`src/hdl/cfad_pkg.sv`:
```
// Shared types and constants for the control frame to actuator duty core.
package cfad_pkg;

   // Request kinds carried in req_tuser
   typedef enum logic [1:0] {
      CMD_BYTE  = 2'd0,
      CMD_TICK  = 2'd1,
      CMD_OPEN  = 2'd2,
      CMD_CLOSE = 2'd3
   } cmd_type;

   // Why a result was produced, carried in rsp_tuser
   typedef enum logic [1:0] {
      CAUSE_FRAME = 2'd0,
      CAUSE_IDLE  = 2'd1,
      CAUSE_CLOSE = 2'd2
   } cause_type;

   typedef enum logic [1:0] {
      DIR_STOP = 2'd0,
      DIR_FWD  = 2'd1,
      DIR_REV  = 2'd2
   } dir_type;

   typedef enum logic [2:0] {
      REG_MOTOR_PERIOD = 3'd0,
      REG_SERVO_BASE   = 3'd1,
      REG_SERVO_SPAN   = 3'd2,
      REG_LIGHT_ONE    = 3'd3,
      REG_LIGHT_TWO    = 3'd4,
      REG_LIGHT_THREE  = 3'd5,
      REG_HOLD_MS      = 3'd6,
      REG_TIMEOUT_MS   = 3'd7
   } reg_index_type;

   // Frame layout
   localparam int          WINDOW_DEPTH = 9;
   localparam logic [7:0]  SYNC_FIRST   = 8'h5A;
   localparam logic [7:0]  SYNC_SECOND  = 8'hA5;
   localparam logic [7:0]  FRAME_KIND   = 8'h01;
   localparam logic [7:0]  FRAME_LENGTH = 8'd10;

   // Control value ranges
   localparam logic [10:0] CTRL_MID     = 11'd512;
   localparam logic [15:0] CTRL_MAX     = 16'd1024;
   localparam logic [1:0]  LIGHT_MAX    = 2'd3;

   // Register reset values
   localparam logic [23:0] MOTOR_PERIOD_RST = 24'd2000000;
   localparam logic [21:0] SERVO_BASE_RST   = 22'd500000;
   localparam logic [21:0] SERVO_SPAN_RST   = 22'd2000000;
   localparam logic [23:0] LIGHT_ONE_RST    = 24'd200000;
   localparam logic [23:0] LIGHT_TWO_RST    = 24'd500000;
   localparam logic [23:0] LIGHT_THREE_RST  = 24'd1000000;
   localparam logic [15:0] HOLD_MS_RST      = 16'd1000;
   localparam logic [15:0] TIMEOUT_MS_RST   = 16'd1000;

   // Decoded application handed from the frame stage to the duty stage
   typedef struct packed {
      cause_type   cause;
      logic [9:0]  magnitude;   // |throttle - 512|, zero when stopped
      dir_type     direction;
      logic        hold;
      logic [10:0] steering;
      logic [1:0]  light;
   } plan_type;

endpackage

```
`src/hdl/control_frame_to_actuator_duty_core.sv`:
```
// Top level: link deframer, reversal lockout and actuator duty generator.
//
//  channel | dir | handshake            | payload
//  --------+-----+----------------------+------------------------------------------
//  req     | in  | req_tvalid/tready    | tuser: command; tdata: byte_value
//  rsp     | out | rsp_tvalid/tready    | tuser: cause; tdata: duties, servo, flags
//  csr     | in  | csr_valid/csr_ready  | csr_index, csr_data (always ready)
//
// One request per cycle while rsp does not stall. A request that yields a result
// reaches rsp through two registers: the frame stage registers the decoded plan,
// the duty stage (one throttle and one steering multiplier) registers the result.
// Stalls on rsp back up through the two stages to req_tready without bubbles.
// reset is synchronous, active high: clears link, window, timers and lockout,
// loads the register defaults; no clearing pass is needed.
module control_frame_to_actuator_duty_core #(
   parameter int TIMER_BITS = 16,
   parameter int DUTY_BITS  = 24
) (
   input  logic                          clock,
   input  logic                          reset,
   // request channel
   input  logic                          req_tvalid,
   output logic                          req_tready,
   input  logic [7:0]                    req_tdata,   // [7:0] byte_value
   input  logic [1:0]                    req_tuser,   // [1:0] command
   // result channel
   output logic                          rsp_tvalid,
   input  logic                          rsp_tready,
   // [23:0] forward_duty_ns, [47:24] reverse_duty_ns, [70:48] servo_pulse_ns,
   // [94:71] lamp_duty_ns, [96:95] motor_direction, [97] reversal_hold, [103:98] 0
   output logic [103:0]                  rsp_tdata,
   output logic [1:0]                    rsp_tuser,   // [1:0] cause
   // configuration write channel
   input  logic                          csr_valid,
   output logic                          csr_ready,
   input  logic [2:0]                    csr_index,
   input  logic [23:0]                   csr_data
);
   import cfad_pkg::*;

   localparam int CMP_BITS = (TIMER_BITS > 16) ? TIMER_BITS : 16;
   localparam int KEEP_BITS = (DUTY_BITS < 24) ? DUTY_BITS : 24;
   localparam logic [23:0] DUTY_MASK = 24'((64'd1 << KEEP_BITS) - 64'd1);

   // ---------------- configuration registers ----------------
   logic [23:0] motor_period_ff;
   logic [21:0] servo_base_ff;
   logic [21:0] servo_span_ff;
   logic [23:0] light_one_ff;
   logic [23:0] light_two_ff;
   logic [23:0] light_three_ff;
   logic [15:0] hold_ms_ff;
   logic [15:0] timeout_ms_ff;

   assign csr_ready = 1'b1;

   always_ff @(posedge clock) begin
      if (reset) begin
         motor_period_ff <= MOTOR_PERIOD_RST;
         servo_base_ff   <= SERVO_BASE_RST;
         servo_span_ff   <= SERVO_SPAN_RST;
         light_one_ff    <= LIGHT_ONE_RST;
         light_two_ff    <= LIGHT_TWO_RST;
         light_three_ff  <= LIGHT_THREE_RST;
         hold_ms_ff      <= HOLD_MS_RST;
         timeout_ms_ff   <= TIMEOUT_MS_RST;
      end else if (csr_valid && csr_ready) begin
         unique case (reg_index_type'(csr_index))
            REG_MOTOR_PERIOD: motor_period_ff <= csr_data;
            REG_SERVO_BASE:   servo_base_ff   <= csr_data[21:0];
            REG_SERVO_SPAN:   servo_span_ff   <= csr_data[21:0];
            REG_LIGHT_ONE:    light_one_ff    <= csr_data;
            REG_LIGHT_TWO:    light_two_ff    <= csr_data;
            REG_LIGHT_THREE:  light_three_ff  <= csr_data;
            REG_HOLD_MS:      hold_ms_ff      <= csr_data[15:0];
            REG_TIMEOUT_MS:   timeout_ms_ff   <= csr_data[15:0];
         endcase
      end
   end

   // ---------------- pipeline control ----------------
   logic     plan_valid_ff, plan_valid_in;
   plan_type plan_ff, plan_in;
   logic     rsp_valid_ff, rsp_valid_in;
   logic     rsp_load;
   logic     req_fire;
   logic     emit_now;

   assign rsp_load   = plan_valid_ff && (!rsp_valid_ff || rsp_tready);
   assign req_tready = !plan_valid_ff || rsp_load;
   assign req_fire   = req_tvalid && req_tready;

   // ---------------- frame stage state ----------------
   logic [7:0]            window_ff [WINDOW_DEPTH];
   logic [7:0]            window_in [WINDOW_DEPTH];
   logic [3:0]            fill_ff, fill_in;
   dir_type               dir_ff, dir_in;
   logic                  hold_active_ff, hold_active_in;
   logic [TIMER_BITS-1:0] hold_elapsed_ff, hold_elapsed_in;
   logic [TIMER_BITS-1:0] idle_elapsed_ff, idle_elapsed_in;
   logic                  link_up_ff, link_up_in;

   // Walk one request through the deframer and the lockout rule.
   always_comb begin
      logic [7:0]  parity;
      logic [15:0] thr_raw;
      logic [15:0] ste_raw;
      logic [10:0] thr;
      logic [10:0] ste;
      logic [1:0]  lit;
      cause_type   cause;
      dir_type     want;

      window_in       = window_ff;
      fill_in         = fill_ff;
      dir_in          = dir_ff;
      hold_active_in  = hold_active_ff;
      hold_elapsed_in = hold_elapsed_ff;
      idle_elapsed_in = idle_elapsed_ff;
      link_up_in      = link_up_ff;
      emit_now        = 1'b0;
      thr             = CTRL_MID;
      ste             = CTRL_MID;
      lit             = '0;
      cause           = CAUSE_FRAME;
      want            = DIR_STOP;
      plan_in         = plan_ff;

      parity = '0;
      for (int i = 0; i < WINDOW_DEPTH; i++) begin
         parity = parity ^ window_ff[i];
      end
      thr_raw = {window_ff[5], window_ff[4]};
      ste_raw = {window_ff[7], window_ff[6]};

      unique case (cmd_type'(req_tuser))
         CMD_BYTE: begin
            if (link_up_ff) begin
               idle_elapsed_in = '0;
               if (fill_ff < 4'(WINDOW_DEPTH)) begin
                  window_in[fill_ff] = req_tdata;
                  fill_in = fill_ff + 4'd1;
               end else if (window_ff[0] == SYNC_FIRST && window_ff[1] == SYNC_SECOND &&
                            window_ff[2] == FRAME_KIND && window_ff[3] == FRAME_LENGTH &&
                            parity == req_tdata) begin
                  thr      = (thr_raw > CTRL_MAX) ? 11'(CTRL_MAX) : thr_raw[10:0];
                  ste      = (ste_raw > CTRL_MAX) ? 11'(CTRL_MAX) : ste_raw[10:0];
                  lit      = (window_ff[8] > 8'(LIGHT_MAX)) ? LIGHT_MAX : window_ff[8][1:0];
                  fill_in  = '0;
                  cause    = CAUSE_FRAME;
                  emit_now = 1'b1;
               end else begin
                  // slide: drop the oldest byte
                  for (int i = 0; i < WINDOW_DEPTH - 1; i++) begin
                     window_in[i] = window_ff[i+1];
                  end
                  window_in[WINDOW_DEPTH-1] = req_tdata;
               end
            end
         end
         CMD_TICK: begin
            if (hold_active_ff && !(&hold_elapsed_ff)) begin
               hold_elapsed_in = hold_elapsed_ff + 1'b1;
            end
            if (link_up_ff) begin
               idle_elapsed_in = (&idle_elapsed_ff) ? idle_elapsed_ff
                                                    : idle_elapsed_ff + 1'b1;
               if (CMP_BITS'(idle_elapsed_in) >= CMP_BITS'(timeout_ms_ff)) begin
                  idle_elapsed_in = '0;
                  cause    = CAUSE_IDLE;
                  emit_now = 1'b1;
               end
            end
         end
         CMD_OPEN: begin
            link_up_in      = 1'b1;
            idle_elapsed_in = '0;
         end
         CMD_CLOSE: begin
            link_up_in      = 1'b0;
            fill_in         = '0;
            idle_elapsed_in = '0;
            cause           = CAUSE_CLOSE;
            emit_now        = 1'b1;
         end
      endcase

      // Direction request and reversal lockout
      if (thr > CTRL_MID) begin
         want = DIR_FWD;
      end else if (thr < CTRL_MID) begin
         want = DIR_REV;
      end else begin
         want = DIR_STOP;
      end

      if (emit_now) begin
         if (hold_active_in) begin
            if (CMP_BITS'(hold_elapsed_in) < CMP_BITS'(hold_ms_ff)) begin
               want = DIR_STOP;
            end else begin
               hold_active_in  = 1'b0;
               hold_elapsed_in = '0;
            end
         end
         if (dir_ff != DIR_STOP && want != DIR_STOP && dir_ff != want) begin
            hold_active_in  = 1'b1;
            hold_elapsed_in = '0;
            want            = DIR_STOP;
         end
         dir_in = want;

         plan_in.cause     = cause;
         plan_in.direction = want;
         plan_in.hold      = hold_active_in;
         plan_in.steering  = ste;
         plan_in.light     = lit;
         unique case (want)
            DIR_FWD:  plan_in.magnitude = 10'(thr - CTRL_MID);
            DIR_REV:  plan_in.magnitude = 10'(CTRL_MID - thr);
            default:  plan_in.magnitude = '0;
         endcase
      end
   end

   always_comb begin
      plan_valid_in = plan_valid_ff;
      if (req_fire && emit_now) begin
         plan_valid_in = 1'b1;
      end else if (rsp_load) begin
         plan_valid_in = 1'b0;
      end
   end

   always_ff @(posedge clock) begin
      if (reset) begin
         for (int i = 0; i < WINDOW_DEPTH; i++) begin
            window_ff[i] <= '0;
         end
         fill_ff         <= '0;
         dir_ff          <= DIR_STOP;
         hold_active_ff  <= 1'b0;
         hold_elapsed_ff <= '0;
         idle_elapsed_ff <= '0;
         link_up_ff      <= 1'b0;
         plan_valid_ff   <= 1'b0;
      end else begin
         if (req_fire) begin
            window_ff       <= window_in;
            fill_ff         <= fill_in;
            dir_ff          <= dir_in;
            hold_active_ff  <= hold_active_in;
            hold_elapsed_ff <= hold_elapsed_in;
            idle_elapsed_ff <= idle_elapsed_in;
            link_up_ff      <= link_up_in;
         end
         plan_valid_ff <= plan_valid_in;
      end
   end

   // Plan payload: advance only when a new plan comes in.
   always_ff @(posedge clock) begin
      if (req_fire && emit_now) begin
         plan_ff <= plan_in;
      end
   end

   // ---------------- duty stage ----------------
   logic [33:0]  motor_prod;
   logic [32:0]  servo_prod;
   logic [23:0]  motor_duty;
   logic [23:0]  fwd_duty;
   logic [23:0]  rev_duty;
   logic [22:0]  servo_pulse;
   logic [23:0]  lamp_duty;
   logic [103:0] rsp_data_ff, rsp_data_in;
   logic [1:0]   rsp_user_ff, rsp_user_in;

   // magnitude * period / 512 and steering * span / 1024
   assign motor_prod  = 34'(plan_ff.magnitude) * 34'(motor_period_ff);
   assign servo_prod  = 33'(plan_ff.steering) * 33'(servo_span_ff);
   assign motor_duty  = motor_prod[32:9] & DUTY_MASK;
   assign fwd_duty    = (plan_ff.direction == DIR_FWD) ? motor_duty : '0;
   assign rev_duty    = (plan_ff.direction == DIR_REV) ? motor_duty : '0;
   assign servo_pulse = 23'(servo_base_ff) + servo_prod[32:10];

   always_comb begin
      unique case (plan_ff.light)
         2'd0:    lamp_duty = '0;
         2'd1:    lamp_duty = light_one_ff & DUTY_MASK;
         2'd2:    lamp_duty = light_two_ff & DUTY_MASK;
         default: lamp_duty = light_three_ff & DUTY_MASK;
      endcase
   end

   assign rsp_data_in = {6'd0, plan_ff.hold, plan_ff.direction, lamp_duty,
                         servo_pulse, rev_duty, fwd_duty};
   assign rsp_user_in = plan_ff.cause;

   always_comb begin
      rsp_valid_in = rsp_valid_ff;
      if (rsp_load) begin
         rsp_valid_in = 1'b1;
      end else if (rsp_tready) begin
         rsp_valid_in = 1'b0;
      end
   end

   always_ff @(posedge clock) begin
      if (reset) begin
         rsp_valid_ff <= 1'b0;
      end else begin
         rsp_valid_ff <= rsp_valid_in;
      end
   end

   always_ff @(posedge clock) begin
      if (rsp_load) begin
         rsp_data_ff <= rsp_data_in;
         rsp_user_ff <= rsp_user_in;
      end
   end

   assign rsp_tvalid = rsp_valid_ff;
   assign rsp_tdata  = rsp_data_ff;
   assign rsp_tuser  = rsp_user_ff;

`ifndef SYNTH
   // The window never holds more than a full frame minus its check byte.
   a_fill_bound: assert property (@(posedge clock) disable iff (reset)
      fill_ff <= 4'(WINDOW_DEPTH))
      else $error("window fill out of range");

   // A lockout always shows a stopped motor.
   a_hold_stops: assert property (@(posedge clock) disable iff (reset)
      rsp_tvalid && rsp_tdata[97] |-> rsp_tdata[96:95] == DIR_STOP)
      else $error("lockout reported with motor moving");

   // Only one bridge side is ever driven.
   a_one_side: assert property (@(posedge clock) disable iff (reset)
      rsp_tvalid |-> rsp_tdata[23:0] == '0 || rsp_tdata[47:24] == '0)
      else $error("both bridge sides driven");

   // A close takes the link down and empties the window.
   a_close: assert property (@(posedge clock) disable iff (reset)
      req_fire && req_tuser == CMD_CLOSE |=> !link_up_ff && fill_ff == '0)
      else $error("close did not drop the link");
`endif

endmodule

```
`config.mk`:
```
export PLATFORM = sky130hd
export DESIGN_NAME = control_frame_to_actuator_duty_core
export DESIGN_NICKNAME = d
export VERILOG_FILES = /design/src/hdl/cfad_pkg.sv /design/src/hdl/control_frame_to_actuator_duty_core.sv
export SDC_FILE = /design/constraint.sdc
export NUM_CORES = 2
export LEC_CHECK = 0
export BUFFER_PORTS_ARGS = -buffer_cell sky130_fd_sc_hd__buf_2
export CAP_MARGIN = 20
export CORE_MARGIN = 2
export CORE_UTILIZATION = 44
export CTS_CLUSTER_SIZE = 24
export DETAILED_ROUTE_END_ITERATION = 7
export GPL_ROUTABILITY_DRIVEN = 0
export GPL_TIMING_DRIVEN = 0
export PLACE_DENSITY = 0.59
export SYNTH_ARGS = -nofsm -noshare
export SYNTH_HDL_FRONTEND = slang
export SYNTH_SLANG_ARGS = --single-unit
```
`constraint.sdc`:
```
create_clock -name clock -period 11.79 [get_ports clock]
set_input_delay 2.358 -clock clock [delete_from_list [all_inputs] [get_ports clock]]
set_output_delay 2.358 -clock clock [all_outputs]
set_load 0.05 [all_outputs]
```
==> metrics.md <==
| Metric | Value |
|---|---|
| Post-route cell area | `36800 µm²` |
| YS warnings | `0` |
| Pwr Density | `215 nW/µm²` |
| Top_reg_cell synth | `dfxtp_1` |
| Worst Path Max Fanout | `10` |
| Layout cells sized above 1 | `7.43%` |
| Hold Crit Class | `reg -> reg` |
| Slowest stage cell on the critical path | `clkbuf_1` |
| Clock latency on the worst-skew pair | `0.61 ns` |
| Drt first pass iters | `5` |
| CP Launch Type | `flip-flop` |
| Slew HR | `32.3%` |
| Placed Instance Area | `35100 µm²` |
| Syn-to-layout area delta | `10.9%` |
| Share of the synthesized area in the top cell type | `21.2%` |
| Period Utilization, post-route | `79.6%` |
| CTS Sinks | `414` |
| Worst clock skew | `0.0171 ns` |
| Post-DP HPWL | `74.0 mm` |
| Worst VDD drop | `0.000366 V` |
| Placed Cells | `4806` |
| Sequential share of the synthesized area | `28.8%` |
| Initial antenna violation count | `8` |
| GRT Resource Usage Total | `25.1%` |
| Post-synth EDFFs | `128` |
| Max cap viols | `0` |
| Core Area | `74600 µm²` |
| Crit path DAT | `9.73 ns` |
| Post-CTS Resized | `0` |
| Die Span Y | `279 µm` |
| Nets@finish | `4479` |
| Final Non-Filler Cells | `4900` |
| Post-Syn Area per Cell | `8.95 µm²` |
| Most frequent cell after synthesis | `nand2_1` |
| Via/cell ratio | `5.29` |
| Row Count | `100` |
| Main area contributors after synthesis | `fa_1 21%, dfxtp_1 17%, edfxtp_1 12%` |
| Worst slew pin tran | `1.00 ns` |
| Die W | `279 µm` |
| Vias | `25.9k` |
| Drt drc | `0` |
| Initial Util | `44.5%` |
| Crit-path most repeated cell | `fa_1` |
| Commonest cells in the netlist | `668 x nand2_1, 398 x inv_1, 351 x fa_1` |
| Maximum clock frequency | `107 MHz` |
| Final Max Slew Viols | `0` |
| Vias in the first global route | `25.6k` |
| Final core utilization | `49.3%` |
| Crit end category | `flip-flop` |
| Root Buffer | `clkbuf_16` |
| Initial DRC count | `2159` |
| Largest net degree at the start of global routing | `31` |
| Tot Pwr | `7.92 mW` |
| Antenna viol nets, final | `0` |
| Max incr delay on CP | `0.63 ns` |
| Number of H-tree levels | `2` |
| Crit Path Class | `reg -> reg` |
| IO buf count | `123` |
| IO Pins | `151` |
| Post-Synthesis Cells | `3706` |
| Final min period | `9.39 ns` |
| Setup bufs post-CTS | `0` |
| Congestion Overflow GR | `0` |
| Critical Path RT | `12.14 ns` |
| Setup Total Neg Slack | `0 ns` |
| Fill cell count | `7264` |
| Reg clk slew, reported paths | `0.06 ns` |
| Status | `finished clean` |
| RSZ-0062 raised after global routing | `no` |
| Netlist Area Pre-Place | `33200 µm²` |
| Final Hold Fails | `0` |
| Cell taking the most area after synthesis | `fa_1` |
| Full die area | `77600 µm²` |
| Netlist cell types | `80` |
| CTS tree | `built` |
| Post-synthesis async set-or-reset flop share | `0%` |
| Final setup vio count | `0` |
| First-pass GRT wire length | `150 mm` |
| DR WL/cell | `19.7 µm` |
| Final WL | `96.5 mm` |
| Seq cells post-synth | `414` |
| Static Leak | `15.9 nW` |
| Num CTS Buffers | `49` |
| Max Root-Sink Buffers | `3` |
| Hold buffers post-CTS | `0` |
-- path summary, 6_finish.rpt --
check	start	to	slack, ns	cells after the start
setup / recovery	plan_ff[7]	rsp_tdata[70]	2.40	29
hold / removal	plan_ff[13]	rsp_tdata[97]	0.44	0
setup reg to reg	plan_ff[7]	rsp_tdata[70]	2.40	29
hold reg to reg	plan_ff[13]	rsp_tdata[97]	0.44	0
-- cell families after synthesis --
family / after synthesis / synth area share [%]
compound gates: 546 / 10.5
buf+inv: 633 / 7.40
xor+xnor: 169 / 4.79
mux: 38 / 1.24
simple gates: 1356 / 18.6
flops: 414 / 28.8
other cells: 2 / 0.0226
fa+ha+maj: 548 / 28.6
-- power breakdown --
part	switching [mW]	leakage (nW)	internal (mW)	total [mW]
clock	0.667	0.811	0.909	1.58
combinational	2.76	11.7	1.87	4.63
sequential	0.0283	3.43	1.69	1.72
-- placed cells by master, fill, tap and decap left out, types with 12 or more instances in the layout --
cell type	netlist	routed
a211oi_1	68	68
a21o_1	37	37
a21oi_1	259	259
a22o_1	24	24
a22oi_1	14	14
and2_1	233	233
buf_2	15	138
clkbuf_1	190	196
clkbuf_16	0	52
clkbuf_2	16	16
dfxtp_1	286	286
edfxtp_1	128	128
fa_1	351	351
ha_1	197	197
inv_1	398	398
mux2_2	26	26
mux2i_1	12	12
nand2_1	668	668
nand3_1	70	70
nand4_1	20	20
nor2_1	256	256
nor3_1	26	26
o211ai_1	16	16
o21a_1	18	18
o21ai_0	37	37
o21bai_1	13	13
xnor2_1	112	112
xor2_1	49	49
-- worst max-delay path, delay by kind of cell (launching register included) --
family / cells / cell delay (ns)
AOI/OAI and AO/OA: 12 / 3.44
adders and majority gates: 7 / 3.20
and+or+nand+nor: 4 / 0.95
buffers and inverters: 4 / 0.80
DFF: 1 / 0.40
xor gates and xnor gates: 2 / 0.33
-- state kept, by name, summed over array words and instances, names as in the netlist, 22 cells and up --
name             count
servo_span_ff       22
plan_ff             26
servo_base_ff       22
window_ff           72
motor_period_ff     24
light_one_ff        24
light_three_ff      24
light_two_ff        24
rsp_tdata           98
-- per-stage QoR --
stage / worst slack [ns] / hold slack (ns)
6_report: 2.40 / 0.444
5_1_grt: 1.81 / 0.453
3_5_place_dp: 2.51 / 0.405
2_1_floorplan: 4.03 / 0.400
3_3_place_gp: 1.29 / 0.433
4_1_cts: 2.47 / 0.445
-- layout make-up --
type / instances / area [µm²] / share of cell area, %
Clock buffer: 64 / 1400 / 3.81
Sequential cell: 414 / 9570 / 26.0
Antenna cell: 2 / 5.00 / 0.0136
Clock inverter: 27 / 260 / 0.708
Timing Repair Buffer: 127 / 711 / 1.93
Tap cell: 969 / 1210 / 3.30
Inverter: 398 / 1490 / 4.06
Multi-Input combinational cell: 2664 / 21200 / 57.6
Buffer: 235 / 962 / 2.62
-- routing by layer --
metal	up-vias	global-route usage (%)	wire length, µm
met3	156	5.02	7640
met1	12569	35.8	43900
met4	8	8.31	3280
met2	878	38.1	41600
met5	-	0	45
li1	12333	-	-
Power figures use the tool's default switching activity.
